===== src/hw/rtl/qcst_pkg.sv =====
// Package for the queued clocked serial transmitter.
// Holds the queue sizing constants, item codes and the command and result records.
// Depends on nothing; the front, command queue, engine and top level import it.
package qcst_pkg;

	// Byte queue sizing.
	localparam int QUEUE_DEPTH = 16;
	localparam int QAW         = (QUEUE_DEPTH > 1) ? $clog2(QUEUE_DEPTH) : 1;
	localparam int QCW         = $clog2(QUEUE_DEPTH + 1);

	// Item kinds.
	localparam logic KIND_WRITE = 1'b0;
	localparam logic KIND_TICK  = 1'b1;

	// Bit counter marker for "no word loaded", and word size limits.
	localparam logic [3:0] IDLE_INDEX       = 4'd15;
	localparam logic [3:0] FRAME_BITS_RESET = 4'd8;
	localparam logic [3:0] FRAME_BITS_MIN   = 4'd1;
	localparam logic [3:0] FRAME_BITS_MAX   = 4'd8;

	// One classified command on its way from the front to the engine.
	typedef struct packed {
		logic       is_tick;
		logic [7:0] data_byte;
	} cmd_t;

	// One result word.
	typedef struct packed {
		logic clock_level;
		logic data_level;
		logic lines_updated;
		logic status;
		logic queue_empty;
		logic word_in_progress;
	} result_t;

	// Clamp the programmed word size into the range one to eight.
	function automatic logic [3:0] eff_size(input logic [3:0] ws);
		logic [3:0] r;
		r = ws;
		if (ws == 4'd0) begin
			r = FRAME_BITS_MIN;
		end else if (ws > FRAME_BITS_MAX) begin
			r = FRAME_BITS_MAX;
		end
		return r;
	endfunction

endpackage


===== src/hw/rtl/qcst_if.sv =====
// Handshake channels of the queued clocked serial transmitter.
// One interface for incoming words and one for result words; no dependencies.

// Incoming word: a byte write or a transmit tick.
interface qcst_item_if;
	logic       valid;
	logic       ready;
	logic       kind;
	logic [7:0] data_byte;

	modport source (output valid, output kind, output data_byte, input ready);
	modport sink   (input valid, input kind, input data_byte, output ready);
endinterface

// Result word: line levels and queue status after one incoming word.
interface qcst_result_if;
	logic valid;
	logic ready;
	logic clock_level;
	logic data_level;
	logic lines_updated;
	logic status;
	logic queue_empty;
	logic word_in_progress;

	modport source (output valid, output clock_level, output data_level,
		output lines_updated, output status, output queue_empty,
		output word_in_progress, input ready);
	modport sink   (input valid, input clock_level, input data_level,
		input lines_updated, input status, input queue_empty,
		input word_in_progress, output ready);
endinterface


===== src/hw/rtl/qcst_front.sv =====
// Front stage: accepts incoming words, classifies them and registers the command.
// Depends on qcst_pkg and qcst_item_if.
module qcst_front
	import qcst_pkg::*;
(
	input  logic       clk,
	input  logic       arst_n,
	qcst_item_if.sink  item,
	output logic       cmd_valid,
	output cmd_t       cmd,
	input  logic       cmd_ready
);

	logic valid_s1;
	cmd_t cmd_s1;

	// The stage takes a new word whenever it is empty or hands its word on.
	assign item.ready = !valid_s1 || cmd_ready;
	assign cmd_valid  = valid_s1;
	assign cmd        = cmd_s1;

	// Stage valid flag.
	always_ff @(posedge clk or negedge arst_n) begin
		if (!arst_n) begin
			valid_s1 <= 1'b0;
		end else if (item.ready) begin
			valid_s1 <= item.valid;
		end
	end

	// Classified command; a tick carries no byte.
	always_ff @(posedge clk) begin
		if (item.valid && item.ready) begin
			cmd_s1.is_tick   <= (item.kind == KIND_TICK);
			cmd_s1.data_byte <= (item.kind == KIND_TICK) ? 8'd0 : item.data_byte;
		end
	end

endmodule


===== src/hw/rtl/qcst_cmd_queue.sv =====
// Two-entry command queue between the front stage and the engine.
// Depends on qcst_pkg for the command record.
module qcst_cmd_queue
	import qcst_pkg::*;
(
	input  logic clk,
	input  logic arst_n,
	input  logic push_valid,
	input  cmd_t push_cmd,
	output logic push_ready,
	output logic pop_valid,
	output cmd_t pop_cmd,
	input  logic pop_ready
);

	cmd_t       entry_q [2];
	logic       wr_ptr_q;
	logic       rd_ptr_q;
	logic [1:0] cnt_q;
	logic       push;
	logic       pop;

	assign push_ready = (cnt_q != 2'd2);
	assign pop_valid  = (cnt_q != 2'd0);
	assign pop_cmd    = entry_q[rd_ptr_q];
	assign push       = push_valid && push_ready;
	assign pop        = pop_valid && pop_ready;

	// Pointers and fill count.
	always_ff @(posedge clk or negedge arst_n) begin
		if (!arst_n) begin
			wr_ptr_q <= 1'b0;
			rd_ptr_q <= 1'b0;
			cnt_q    <= 2'd0;
		end else begin
			if (push) begin
				wr_ptr_q <= !wr_ptr_q;
			end
			if (pop) begin
				rd_ptr_q <= !rd_ptr_q;
			end
			case ({push, pop})
				2'b10:   cnt_q <= cnt_q + 2'd1;
				2'b01:   cnt_q <= cnt_q - 2'd1;
				default: cnt_q <= cnt_q;
			endcase
		end
	end

	// Entry storage.
	always_ff @(posedge clk) begin
		if (push) begin
			entry_q[wr_ptr_q] <= push_cmd;
		end
	end

endmodule


===== src/hw/rtl/qcst_engine.sv =====
// Back end: byte queue, shift register, line drivers and the result register.
// Holds the word size register. Depends on qcst_pkg and qcst_result_if.
module qcst_engine
	import qcst_pkg::*;
(
	input  logic         clk,
	input  logic         arst_n,
	input  logic         cmd_valid,
	input  cmd_t         cmd,
	output logic         cmd_ready,
	input  logic         frame_bits_we,
	input  logic [3:0]   frame_bits_data,
	qcst_result_if.source result
);

	logic [7:0]     store_q [QUEUE_DEPTH];
	logic [QAW-1:0] head_q;
	logic [QAW-1:0] tail_q;
	logic [QCW-1:0] count_q;
	logic [7:0]     shift_q;
	logic [3:0]     bit_idx_q;
	logic           clk_line_q;
	logic           data_line_q;
	logic [3:0]     frame_bits_q;
	logic           out_valid_q;
	result_t        out_q;

	logic           take;
	logic [3:0]     size;
	logic           q_full;
	logic           q_empty;
	logic           do_write;
	logic           need_load;
	logic           do_shift;
	logic           do_load;
	logic [7:0]     word;
	logic [3:0]     idx;
	logic [QAW-1:0] head_nx;
	logic [QAW-1:0] tail_nx;
	logic [QCW-1:0] count_nx;
	logic [3:0]     bit_idx_nx;
	logic           clk_line_nx;
	logic           data_line_nx;

	// A command executes whenever the result register is free or being drained.
	assign cmd_ready = !out_valid_q || result.ready;
	assign take      = cmd_valid && cmd_ready;
	assign size      = eff_size(frame_bits_q);
	assign q_full    = (count_q == QCW'(QUEUE_DEPTH));
	assign q_empty   = (count_q == '0);

	// Decode the command against the current queue and bit counter.
	always_comb begin
		do_write     = take && !cmd.is_tick && !q_full;
		need_load    = (bit_idx_q >= size);
		do_shift     = take && cmd.is_tick && !(need_load && q_empty);
		do_load      = do_shift && need_load;
		word         = need_load ? store_q[head_q] : shift_q;
		idx          = need_load ? 4'd0 : bit_idx_q;
		head_nx      = (head_q == QAW'(QUEUE_DEPTH - 1)) ? '0 : head_q + 1'b1;
		tail_nx      = (tail_q == QAW'(QUEUE_DEPTH - 1)) ? '0 : tail_q + 1'b1;
		count_nx     = count_q;
		if (do_write) begin
			count_nx = count_q + 1'b1;
		end else if (do_load) begin
			count_nx = count_q - 1'b1;
		end
		bit_idx_nx   = do_shift ? idx + 4'd1 : bit_idx_q;
		clk_line_nx  = do_shift ? !clk_line_q : clk_line_q;
		data_line_nx = do_shift ? word[idx[2:0]] : data_line_q;
	end

	// Queue pointers, bit counter, line levels and word size.
	always_ff @(posedge clk or negedge arst_n) begin
		if (!arst_n) begin
			head_q       <= '0;
			tail_q       <= '0;
			count_q      <= '0;
			shift_q      <= 8'd0;
			bit_idx_q    <= IDLE_INDEX;
			clk_line_q   <= 1'b0;
			data_line_q  <= 1'b0;
			frame_bits_q <= FRAME_BITS_RESET;
		end else begin
			if (frame_bits_we) begin
				frame_bits_q <= frame_bits_data;
			end
			if (do_write) begin
				tail_q <= tail_nx;
			end
			if (do_load) begin
				head_q  <= head_nx;
				shift_q <= word;
			end
			count_q     <= count_nx;
			bit_idx_q   <= bit_idx_nx;
			clk_line_q  <= clk_line_nx;
			data_line_q <= data_line_nx;
		end
	end

	// Byte storage; entries are only read once written.
	always_ff @(posedge clk) begin
		if (do_write) begin
			store_q[tail_q] <= cmd.data_byte;
		end
	end

	// Result valid flag.
	always_ff @(posedge clk or negedge arst_n) begin
		if (!arst_n) begin
			out_valid_q <= 1'b0;
		end else if (cmd_ready) begin
			out_valid_q <= cmd_valid;
		end
	end

	// Result payload.
	always_ff @(posedge clk) begin
		if (take) begin
			out_q.clock_level      <= clk_line_nx;
			out_q.data_level       <= data_line_nx;
			out_q.lines_updated    <= do_shift;
			out_q.status           <= !cmd.is_tick && q_full;
			out_q.queue_empty      <= (count_nx == '0);
			out_q.word_in_progress <= (bit_idx_nx < size);
		end
	end

	assign result.valid            = out_valid_q;
	assign result.clock_level      = out_q.clock_level;
	assign result.data_level       = out_q.data_level;
	assign result.lines_updated    = out_q.lines_updated;
	assign result.status           = out_q.status;
	assign result.queue_empty      = out_q.queue_empty;
	assign result.word_in_progress = out_q.word_in_progress;

endmodule


===== src/hw/rtl/queued_clocked_serial_transmitter.sv =====
// Top level of the queued clocked serial transmitter.
// Depends on qcst_pkg, qcst_if, qcst_front, qcst_cmd_queue and qcst_engine.
//
// Channel    Dir  Handshake        Payload
// item       in   valid / ready    kind, data_byte
// result     out  valid / ready    clock_level, data_level, lines_updated,
//                                  status, queue_empty, word_in_progress
// frame_bits in   write enable     frame_bits_data (4 bits)
//
// One word is taken per cycle while the front register is empty or hands its word
// on; its result is registered in the front register, the command queue and the
// engine result register before it is offered. The engine executes one
// command per cycle against the byte queue and shifter while not stalled.
// A stalled result stops the engine; the two-entry command queue and the front
// register keep taking words until they fill. Reset is asynchronous, active
// low, and leaves the byte queue empty, lines low and word size eight.
module queued_clocked_serial_transmitter
	import qcst_pkg::*;
(
	input  logic          clk,
	input  logic          arst_n,
	qcst_item_if.sink     item,
	qcst_result_if.source result,
	input  logic          frame_bits_we,
	input  logic [3:0]    frame_bits_data
);

	logic fr_valid;
	cmd_t fr_cmd;
	logic fr_ready;
	logic eng_valid;
	cmd_t eng_cmd;
	logic eng_ready;

	// Front: accept and classify.
	qcst_front u_front (
		.clk       (clk),
		.arst_n    (arst_n),
		.item      (item),
		.cmd_valid (fr_valid),
		.cmd       (fr_cmd),
		.cmd_ready (fr_ready)
	);

	// Decoupling queue between front and engine.
	qcst_cmd_queue u_cmd_queue (
		.clk        (clk),
		.arst_n     (arst_n),
		.push_valid (fr_valid),
		.push_cmd   (fr_cmd),
		.push_ready (fr_ready),
		.pop_valid  (eng_valid),
		.pop_cmd    (eng_cmd),
		.pop_ready  (eng_ready)
	);

	// Engine: byte queue, shifter and results.
	qcst_engine u_engine (
		.clk             (clk),
		.arst_n          (arst_n),
		.cmd_valid       (eng_valid),
		.cmd             (eng_cmd),
		.cmd_ready       (eng_ready),
		.frame_bits_we   (frame_bits_we),
		.frame_bits_data (frame_bits_data),
		.result          (result)
	);

endmodule


===== src/flat_wrapper.sv =====
// flat-port wrapper written by rule: the top's interface ports become plain ports
module queued_clocked_serial_transmitter_flat import qcst_pkg::*;
  (clk, arst_n, frame_bits_we, frame_bits_data, item_valid, item_kind, item_data_byte, item_ready, result_valid, result_clock_level, result_data_level, result_lines_updated, result_status, result_queue_empty, result_word_in_progress, result_ready);
  qcst_item_if item_i ();
  qcst_result_if result_i ();
  input  logic clk;
  input  logic arst_n;
  input  logic frame_bits_we;
  input  logic [3:0] frame_bits_data;
  input wire logic [$bits(item_i.valid)-1:0] item_valid;
  input wire logic [$bits(item_i.kind)-1:0] item_kind;
  input wire logic [$bits(item_i.data_byte)-1:0] item_data_byte;
  output wire logic [$bits(item_i.ready)-1:0] item_ready;
  output wire logic [$bits(result_i.valid)-1:0] result_valid;
  output wire logic [$bits(result_i.clock_level)-1:0] result_clock_level;
  output wire logic [$bits(result_i.data_level)-1:0] result_data_level;
  output wire logic [$bits(result_i.lines_updated)-1:0] result_lines_updated;
  output wire logic [$bits(result_i.status)-1:0] result_status;
  output wire logic [$bits(result_i.queue_empty)-1:0] result_queue_empty;
  output wire logic [$bits(result_i.word_in_progress)-1:0] result_word_in_progress;
  input wire logic [$bits(result_i.ready)-1:0] result_ready;
  assign item_i.valid = item_valid;
  assign item_i.kind = item_kind;
  assign item_i.data_byte = item_data_byte;
  assign item_ready = item_i.ready;
  assign result_valid = result_i.valid;
  assign result_clock_level = result_i.clock_level;
  assign result_data_level = result_i.data_level;
  assign result_lines_updated = result_i.lines_updated;
  assign result_status = result_i.status;
  assign result_queue_empty = result_i.queue_empty;
  assign result_word_in_progress = result_i.word_in_progress;
  assign result_i.ready = result_ready;
  queued_clocked_serial_transmitter u_core (.clk(clk), .arst_n(arst_n), .item(item_i), .result(result_i), .frame_bits_we(frame_bits_we), .frame_bits_data(frame_bits_data));
endmodule

===== config.mk =====
export PLATFORM = sky130hd
export DESIGN_NAME = queued_clocked_serial_transmitter_flat
export DESIGN_NICKNAME = d
export VERILOG_FILES = /design/src/hw/rtl/qcst_pkg.sv /design/src/hw/rtl/qcst_if.sv /design/src/hw/rtl/qcst_front.sv /design/src/hw/rtl/qcst_cmd_queue.sv /design/src/hw/rtl/qcst_engine.sv /design/src/hw/rtl/queued_clocked_serial_transmitter.sv /design/src/flat_wrapper.sv
export SDC_FILE = /design/constraint.sdc
export NUM_CORES = 1
export LEC_CHECK = 0
export BUFFER_PORTS_ARGS = -buffer_cell sky130_fd_sc_hd__buf_2
export CAP_MARGIN = 20
export CORE_MARGIN = 2
export CORE_UTILIZATION = 62
export DETAILED_ROUTE_END_ITERATION = 8
export GPL_TIMING_DRIVEN = 0
export HOLD_SLACK_MARGIN = 0.03
export PLACE_DENSITY = 0.9
export REMOVE_ABC_BUFFERS = 1
export SLEW_MARGIN = 10
export SYNTH_ARGS = -nofsm -noshare
export SYNTH_HDL_FRONTEND = slang
export SYNTH_HIERARCHICAL = 1
export SYNTH_SLANG_ARGS = --single-unit

===== constraint.sdc =====
create_clock -name clk -period 3.6 [get_ports clk]
set_input_delay 0.54 -clock clk [delete_from_list [all_inputs] [get_ports clk]]
set_output_delay 0.54 -clock clk [all_outputs]
set_load 0.005 [all_outputs]

# Word level (Yosys, flattened, before mapping)
# Memories as Yosys holds them, arrays and structs flattened.
# Cells that the tools add are included.
# classes
reduce_logical,25
n_mux,18
magnitude_cmp,4
n_eq_ne,6
addsub,7
# op_table
operator,count
4-bit two-way mux,6
4-bit by 1-bit adder with 4-bit output (second input constant),3
1-bit logical AND,10
5-bit logical NOT,2
5-bit two-way mux,2
4-bit equality test (second input constant),2
1-bit logical NOT,8
8-bit two-way mux,1
1-bit two-way mux,7
5-bit by 1-bit adder with 5-bit output (second input constant),1
5-bit equality test (second input constant),1
5-bit by 1-bit subtractor with 5-bit output (second input constant),1
4-bit greater-or-equal comparator,1
4-bit > comparator (second input constant),1
4-bit logical NOT,1
3-bit by 4-bit less-than comparator with 1-bit output (second input constant),1
4-bit less-than comparator,1
2-bit case mux with 2 select lines,1
2-bit nonzero test,2
1-bit binary-select mux with 3-bit select,1
2-bit by 1-bit adder with 2-bit output (second input constant),1
2-bit by 1-bit equality test with 1-bit output (second input constant),1
2-bit equality test (second input constant),1
1-bit logical OR,2
2 further kinds,2
# totals
reg_bits,52
wordCells,83
inputBits,18
ramBits,146
mem_count,2
output_inout_bits,8
# mem_list
memory,words,width,read_ports,rd_clocked_by_memory_dff,wr,line,text
u_core.u_engine.store_q,16,8,1,0,1,qcst_engine.sv:16,logic [7:0] store_q [QUEUE_DEPTH];
u_core.u_cmd_queue.entry_q,2,9,1,0,1,qcst_cmd_queue.sv:16,cmd_t entry_q [2];

# Depth between registers and ports, before layout
# Gate-level depths: netlist of run 1.
# depth
ltp_word,11
depth_mapped,17
ltp_nobuf,16

# Hierarchy
# The synthesis of run 1 kept the hierarchy.
# by_module_without_submodules
module,area_each_um2,seq_area_each_um2,instances,cells_per_inst
qcst_engine,6975.4,4830.9,1,396
qcst_cmd_queue,842.1,640.6,1,45
qcst_front,374.1,295.3,1,21

# Worst setup path after synthesis of run 1
# Ideal clock, no wire load.
# synth_path
kind,reg-to-reg
start,register u_core.u_engine.bit_idx_q[0]
end,"register, netlist name u_core/u_engine/result.word_in_progress"
slack_ps,289
t_arrival_ps,3123
path_stages_with_launch,14
path_buffers,2
required_time_ps,3412
setup_ps,188
synth_period_minus_slack_ps,3311
cell_sequence,dfstp_2 clkbuf_1 inv_1 ha_1 nand2b_4 a2111oi_4 or2_2 clkbuf_1 and2_1 ha_1 mux2_2 ha_1 o311a_1 o41ai_1
# synth_via
elab_chain_cells,6
word_cells_on_any_way,8
cone_classes,add/sub: 1; order compare: 2; mux: 2; reduce/logical: 3
# synth_lines
item,line,text
from (decl),qcst_engine.sv:21,logic [3:0] bit_idx_q;
from (signal assigned),qcst_engine.sv:96,bit_idx_q <= bit_idx_nx;
branches (longest 4 deep; another with 4-bit greater-or-equal comparator),-,
4-bit two-way mux *,qcst_engine.sv:68,bit_idx_nx = do_shift ? idx + 4'd1 : bit_idx_q;
net u_core.u_engine.bit_idx_nx[1],qcst_engine.sv:41,logic [3:0] bit_idx_nx;
4-bit less-than comparator *,qcst_engine.sv:126,out_q.word_in_progress <= (bit_idx_nx < size);
# Mark *: on every way through the listed nets, which the timed path passes.
# A chain may end at the register's enable or synchronous reset.

# Worst setup path after layout of run 1
# layout_path
start,register u_core.u_engine.frame_bits_q[3]
end,"register, netlist name u_core/u_engine/result.word_in_progress"
# layout_via
elab_chain_cells,9
word_cells_on_any_way,12
cone_classes,add/sub: 1; order compare: 3; mux: 4; reduce/logical: 4
# layout_lines
item,line,text
from (decl),qcst_engine.sv:24,logic [3:0] frame_bits_q;
from (signal assigned),qcst_engine.sv:86,frame_bits_q <= frame_bits_data;
4-bit > comparator,qcst_pkg.sv:43,end else if (ws > FRAME_BITS_MAX) begin
4-bit two-way mux,qcst_pkg.sv:43,
4-bit two-way mux *,qcst_pkg.sv:41,if (ws == 4'd0) begin
4-bit greater-or-equal comparator *,qcst_engine.sv:55,need_load = (bit_idx_q >= size);
branches (longest 3 deep; another with 4-bit by 1-bit adder with 4-bit output),-,
4-bit two-way mux *,qcst_engine.sv:68,
net u_core.u_engine.bit_idx_nx[1],qcst_engine.sv:41,
4-bit less-than comparator *,qcst_engine.sv:126,
# Marks and branches as above.

==> flow_summary.yaml, run 1 <==
power_and_ir_drop:
  peakVddDrop_v: 0.000509
  p_per_area_mw_per_mm2: 841
  p_leak_nw: 3.20
synth:
  yosysTopAreaCellShare_pct: 59.0
  synth_ff_type: "edfxtp_1"
  netlist_area_mm2: 0.00819
  synth_edf_count: 161
  synth_top_cell_by_area: "edfxtp_1"
  yosys_warnings: 6
  yosys-top-cells-area: "edfxtp_1 (59%), mux4_2 (12%), dfrtp_1 (9.8%)"
  yosysSeqAreaShare_pct: 70.4
  async_flop_share_pct: 18.7
  ys_types: 53
  syn_inst: 462
  synth_seq_cells: 198
  syn-mean-instance-area_um2: 17.7
finish:
  mostFrequentLayoutCell: "edfxtp_1"
  final_cell_mix: "edfxtp_1 (161), mux4_2 (42), nand2_1 (38)"
  multi_input_area_mm2: 0.00230
  finalNonFillerCells: 682
  drive_above_1_share_pct: 28.1
  nNetsFinal: 530
  syn_to_final_growth_pct: 11.3
  seqCellArea_mm2: 0.00577
  num-fill-cells: 713
  final_util_pct: 71.4
timing:
  slew_violations: 0
  slew_headroom_pct: 38.2
  whs_ps: 221
  tightest_slew_ps: 923
  skew_ps: 16.5
  setup_viol: 0
  rsz0062_at_grt: "no"
  post-route-period-util_pct: 96.7
  min_period_ps: 3480
  max_freq_mhz: 287
  finalHoldViolations: 0
routing:
  firstDrtPassIters: 5
  met3_length_mm: 1.02
  vias_per_cell: 6.20
  vias: 4226
  route.met2.wl_mm: 8.04
  drt-met1-wl_mm: 5.97
  highest_layer: "met4"
  drtIter0Drc: 486
  drc: 0
  wire_per_inst_um: 22.5
  ant_nets: 0
  routed_wl_mm: 15.3
clock_network:
  cts_tree: "done"
  clkSinkCount: 198
  clock_latency_ps: 440
  cts_buffers: 17
  clk_path_buf_depth: 2
  cts.reportedPaths.clkPinSlew_ps: 80
  clock-root-buffer: "clkbuf_16"
  h-tree-depth: 4
die:
  ios: 26
  fp-row-count: 41
  initial_core_util_pct: 64.1
  die_h_um: 119
  die_w_um: 119
  core_mm2: 0.0128
  die-area_mm2: 0.0141
grt:
  grt_pass1_wl_mm: 23.7
  grt_max_degree: 38
  grt_overflow_total: 0
  grtUsageTotal_pct: 23.2
  grt_pass1_vias: 4269
  grt_antenna_before_repair: 1
critical_path:
  critPathLaunchType: "register"
  cp.required_ps: 3820
  crit_path_end_kind: "register"
  r2r_cells: 13
  path_max_fanout: 6
  criticalPathCategory: "register to register"
  r2r_slack_ps: 120
  critPathArrivalTime_ps: 3700
place:
  dpl.cell_count: 646
  gp_congestion: 0.830
  port_buffers: 25
  dpl.hpwl_mm: 9.74
min_path:
  hold_path.class: "input pin to asynchronous set/reset pin"
status:
  status: "finished clean"
flow_run:
  drv_cap: 0
==> power by group <==
part           switching (mW)  internal (mW)  leakage [nW]
Clock                   0.869          0.982         0.275
Sequential              0.407           3.16          1.91
Combinational            1.22           1.02          1.01
Total                    2.50           5.16          3.20
==> what timing repair did <==
action | in CTS | in global routing
endpoints found under the setup margin | 2 | 1
resized for setup | 3 | 1
buffers inserted | 0 | 3
hold endpoints to repair | 0 | 0
hold buffers | 0 | 0
pin swaps | 0 | 2
==> worst paths after layout <==
path	from	end
min in group clk	frame_bits_we	u_core/u_engine/frame_bits_q[3]
worst min register to register	u_core/u_front/cmd[1]	u_core/u_cmd_queue/entry_q[1][1]
worst max register to register	u_core/u_engine/frame_bits_q[3]	u_core/u_engine/result.word_in_progress
max in group asynchronous	arst_n	u_core/u_engine/head_q[0]
worst min-delay path	arst_n	u_core/u_engine/shift_q[7]
worst max-delay path	u_core/u_engine/frame_bits_q[3]	u_core/u_engine/result.word_in_progress
==> area by class of cell <==
class	instances	share of cell area [%]
Tap cell	172	2.36
Multi-Input combinational cell	233	25.2
Timing Repair Buffer	33	2.09
Inverter	13	0.535
Clock inverter	15	1.78
Antenna cell	1	0.0275
Clock buffer	17	4.67
Sequential cell	198	63.3
==> per-stage QoR <==
step | power [mW] | instance area [um^2] | worst slack (ps) | TNS, ps
final | 7.66 | 9110 | 119 | 0
after floorplan | 5.06 | 8100 | 423 | 0
after global routing | 8.01 | 9110 | 12.6 | 0
after global placement | 5.63 | 8440 | -74.8 | -75.6
after CTS | 7.65 | 9090 | 89.9 | 0
after detailed placement | 5.77 | 8480 | -124 | -124
==> cells by family after synthesis <==
kind of cell	count (synthesis)	synth area share [%]
adder cells (fa/ha/maj)	16	2.44
XOR/XNOR	11	1.18
AND/OR/NAND/NOR	116	7.61
flip-flops	198	70.4
buffers and inverters	31	1.74
AO/OA/AOI/OAI	33	3.06
multiplexers	57	13.6
==> sequential cells by signal (all words and copies together) (netlist names), 2 cells and up <==
register                      flops
u_core/u_cmd_queue/cnt_q          2
u_core/u_cmd_queue/entry_q       18
u_core/u_engine/bit_idx_q         4
u_core/u_engine/count_q           5
u_core/u_engine/frame_bits_q      4
u_core/u_engine/head_q            4
u_core/u_engine/shift_q           8
u_core/u_engine/store_q         128
u_core/u_engine/tail_q            4
u_core/u_front/cmd                9
==> routing by layer <==
layer / up-vias / GRT usage, %
li1: 1852 / -
met1: 2167 / 30.2
met2: 181 / 38.0
met3: 26 / 6.03
met4: 0 / 8.56
met5: - / 0
==> cells in the mapped netlist, types with 7 or more instances <==
| cell type | number |
|---|---|
| xnor2_1 | 7 |
| nor3_1 | 7 |
| o21ai_0 | 8 |
| nor2b_1 | 10 |
| nand2_1 | 38 |
| mux4_2 | 42 |
| nand3_1 | 9 |
| edfxtp_1 | 161 |
| and2_1 | 12 |
| mux2_2 | 13 |
| inv_1 | 13 |
| ha_1 | 16 |
| a21oi_1 | 7 |
| clkbuf_1 | 10 |
| dfrtp_1 | 32 |
| nor2_1 | 17 |
==> critical path: stages, from the launching register on <==
cell       delay [ps]
dfstp_2           520
inv_1              90
o21ai_0           150
inv_1             120
ha_1              290
nand2b_4          150
a2111oi_4         370
or2_2             240
and2_1            150
ha_1              220
mux2_2            280
ha_1              280
o311a_1           110
o41ai_1           310
Note: power is estimated with default switching activity, not from simulation.
==> run 2, diff against run 1 <==
--- a/config.mk
+++ b/config.mk
@@ -8,11 +8,12 @@
 export BUFFER_PORTS_ARGS = -buffer_cell sky130_fd_sc_hd__buf_2
 export CAP_MARGIN = 20
 export CORE_MARGIN = 2
-export CORE_UTILIZATION = 62
+export CORE_UTILIZATION = 56
 export DETAILED_ROUTE_END_ITERATION = 8
 export GPL_TIMING_DRIVEN = 0
 export HOLD_SLACK_MARGIN = 0.03
-export PLACE_DENSITY = 0.9
+export MAX_ROUTING_LAYER = met4
+export PLACE_DENSITY = 0.86
 export REMOVE_ABC_BUFFERS = 1
 export SLEW_MARGIN = 10
 export SYNTH_ARGS = -nofsm -noshare
==> constraint.sdc (replaced) <==
create_clock -name clk -period 3 [get_ports clk]
set_input_delay 0.45 -clock clk [delete_from_list [all_inputs] [get_ports clk]]
set_output_delay 0.45 -clock clk [all_outputs]
set_load 0.005 [all_outputs]
==> flow_summary.yaml, run 2 (synthesized netlist as in run 1, its figures left out) <==
status:
  status: "complete, but fails checks"
  violations: "setup timing"
clock_network:
  clock-root-buffer: "clkbuf_16"
  cts.reportedPaths.clkPinSlew_ps: 70
  clkSinkCount: 198
  cts_tree: "done"
  h-tree-depth: 4
  clock_latency_ps: 420
  clk_path_buf_depth: 2
  cts_buffers: 17
critical_path:
  crit_path_cell_trace: "inv_4 > buf_4 > nand2_1 > ha_1 > o21a_1 > nor2_2 > nor2_4 > nor2_2 > ha_4 > nand3_1 > o21ai_0 > a21oi_1 > ha_1 > nor3_2 > nor2_1 > o41ai_2"
  reg2reg_from: "u_core/u_engine/frame_bits_q[3]"
  r2r_end: "u_core/u_engine/result.word_in_progress"
  r2r_cells: 16
  critPathLaunchType: "register"
  path_max_fanout: 13
  crit_start: "u_core/u_engine/frame_bits_q[3]"
  cp.required_ps: 3170
  critPathSlowestCell: "dfstp_2"
  crit_path_end_kind: "register"
  endpoint: "u_core/u_engine/result.word_in_progress"
  criticalPathCategory: "register to register"
  critPathArrivalTime_ps: 3430
  r2r_slack_ps: -260
  max_stage_delay_ps: 540
place:
  port_buffers: 25
  gp_congestion: 0.782
  post-place-ws_ps: -603
  dpl.cell_count: 654
  dpl.hpwl_mm: 9.45
  placed_area_mm2: 0.00850
finish:
  nNetsFinal: 541
  mostFrequentLayoutCell: "edfxtp_1"
  syn_to_final_growth_pct: 14.1
  final_cell_mix: "edfxtp_1 (161), mux4_2 (42), nand2_1 (37)"
  fin_area_mm2: 0.00935
  drive_above_1_share_pct: 32.3
  num-fill-cells: 891
  finalNonFillerCells: 704
  final_util_pct: 64.8
  largest_reg_flops: 128
  top_register: "u_core/u_engine/store_q"
  antenna_cells: 0
power_and_ir_drop:
  p_per_area_mw_per_mm2: 998
  p_leak_nw: 3.25
  peakVddDrop_v: 0.000684
timing:
  slew_headroom_pct: 42.2
  tightest_slew_ps: 867
  fin_setup_tns_ps: -259
  fin_ws_ps: -259
  max_freq_mhz: 307
  rsz0062_at_grt: "yes"
  post-route-period-util_pct: 109
  min_period_ps: 3260
  finalHoldViolations: 0
  setup_viol: 1
  slew_violations: 0
  skew_ps: 16.4
grt:
  grt_antenna_before_repair: 0
  grtUsageTotal_pct: 20.2
  grt_pass1_wl_mm: 22.9
  grt_pass1_vias: 4200
  grt_max_degree: 38
  grt_overflow_total: 0
die:
  core_mm2: 0.0144
  die_h_um: 125
  die-area_mm2: 0.0156
  initial_core_util_pct: 56.8
  die_w_um: 125
  fp-row-count: 44
  ios: 26
routing:
  vias: 4343
  drc: 0
  ant_nets: 0
  routed_wl_mm: 15.7
  wire_per_inst_um: 22.4
  vias_per_cell: 6.17
  drtIter0Drc: 408
  firstDrtPassIters: 5
flow_run:
  drv_cap: 0
min_path:
  hold_path.class: "input pin to asynchronous set/reset pin"
==> run 2: area by class of cell <==
| type | count | area (um^2) | share of cell area, % |
|---|---|---|---|
| tap | 184 | 230 | 2.46 |
| timing repair buffer | 44 | 330 | 3.53 |
| multi-input combinational | 233 | 2450 | 26.2 |
| clock buffer | 20 | 437 | 4.67 |
| clock inverter | 12 | 80.1 | 0.856 |
| sequential | 198 | 5770 | 61.7 |
| inverter | 13 | 51.3 | 0.549 |
==> run 2: what timing repair did <==
item                                    CTS  global route
endpoints found under the setup margin   56            71
resized for setup                        18            16
cloned                                    0             0
buffers inserted                          3            15
hold buffers                              0             0
endpoints found under the hold margin     0             0
pin swaps                                 3            11
==> run 2: worst min path at each step <==
stage / to / slack, ps / cells past startpoint
global placement: u_core/u_cmd_queue/entry_q[0][1] / 420 / 0
detailed placement: u_core/u_cmd_queue/entry_q[1][7] / 440 / 0
global route: u_core/u_cmd_queue/cnt_q[0] / 190 / 1
floorplan: u_core/u_cmd_queue/cnt_q[0] / 150 / 0
CTS: u_core/u_engine/data_line_q / 140 / 1
finish: u_core/u_engine/result.valid / 120 / 1
==> run 2: report_power, final <==
part	internal, mW	switching [mW]
Sequential	3.79	0.523
Clock	1.06	0.953
Combinational	1.40	1.61
Total	6.25	3.09
==> run 2: per-stage QoR <==
| step | total power [mW] | hold WS [ps] |
|---|---|---|
| CTS | 9.05 | 139 |
| finish | 9.33 | 121 |
| global placement | 6.66 | 423 |
| global route | 9.76 | 191 |
| floorplan | 6.07 | 154 |
| detailed placement | 6.88 | 441 |
==> run 2: routing by layer <==
metal / track usage (%) / up-vias / share of wire (%)
met1: 24.5 / 2194 / 39
met5: - / - / 0
li1: - / 1880 / -
met3: 4.58 / 53 / 5.9
met4: 6.99 / 0 / 3.2
met2: 33.9 / 216 / 52
==> run 2: critical path, delay by kind of cell, from the launching register on <==
family                     cells  cell delay, ps
DFF                            1             540
adders and majority gates      3             690
AOI/OAI and AO/OA              4             600
buffers and inverters          2             180
and+or+nand+nor                7             960
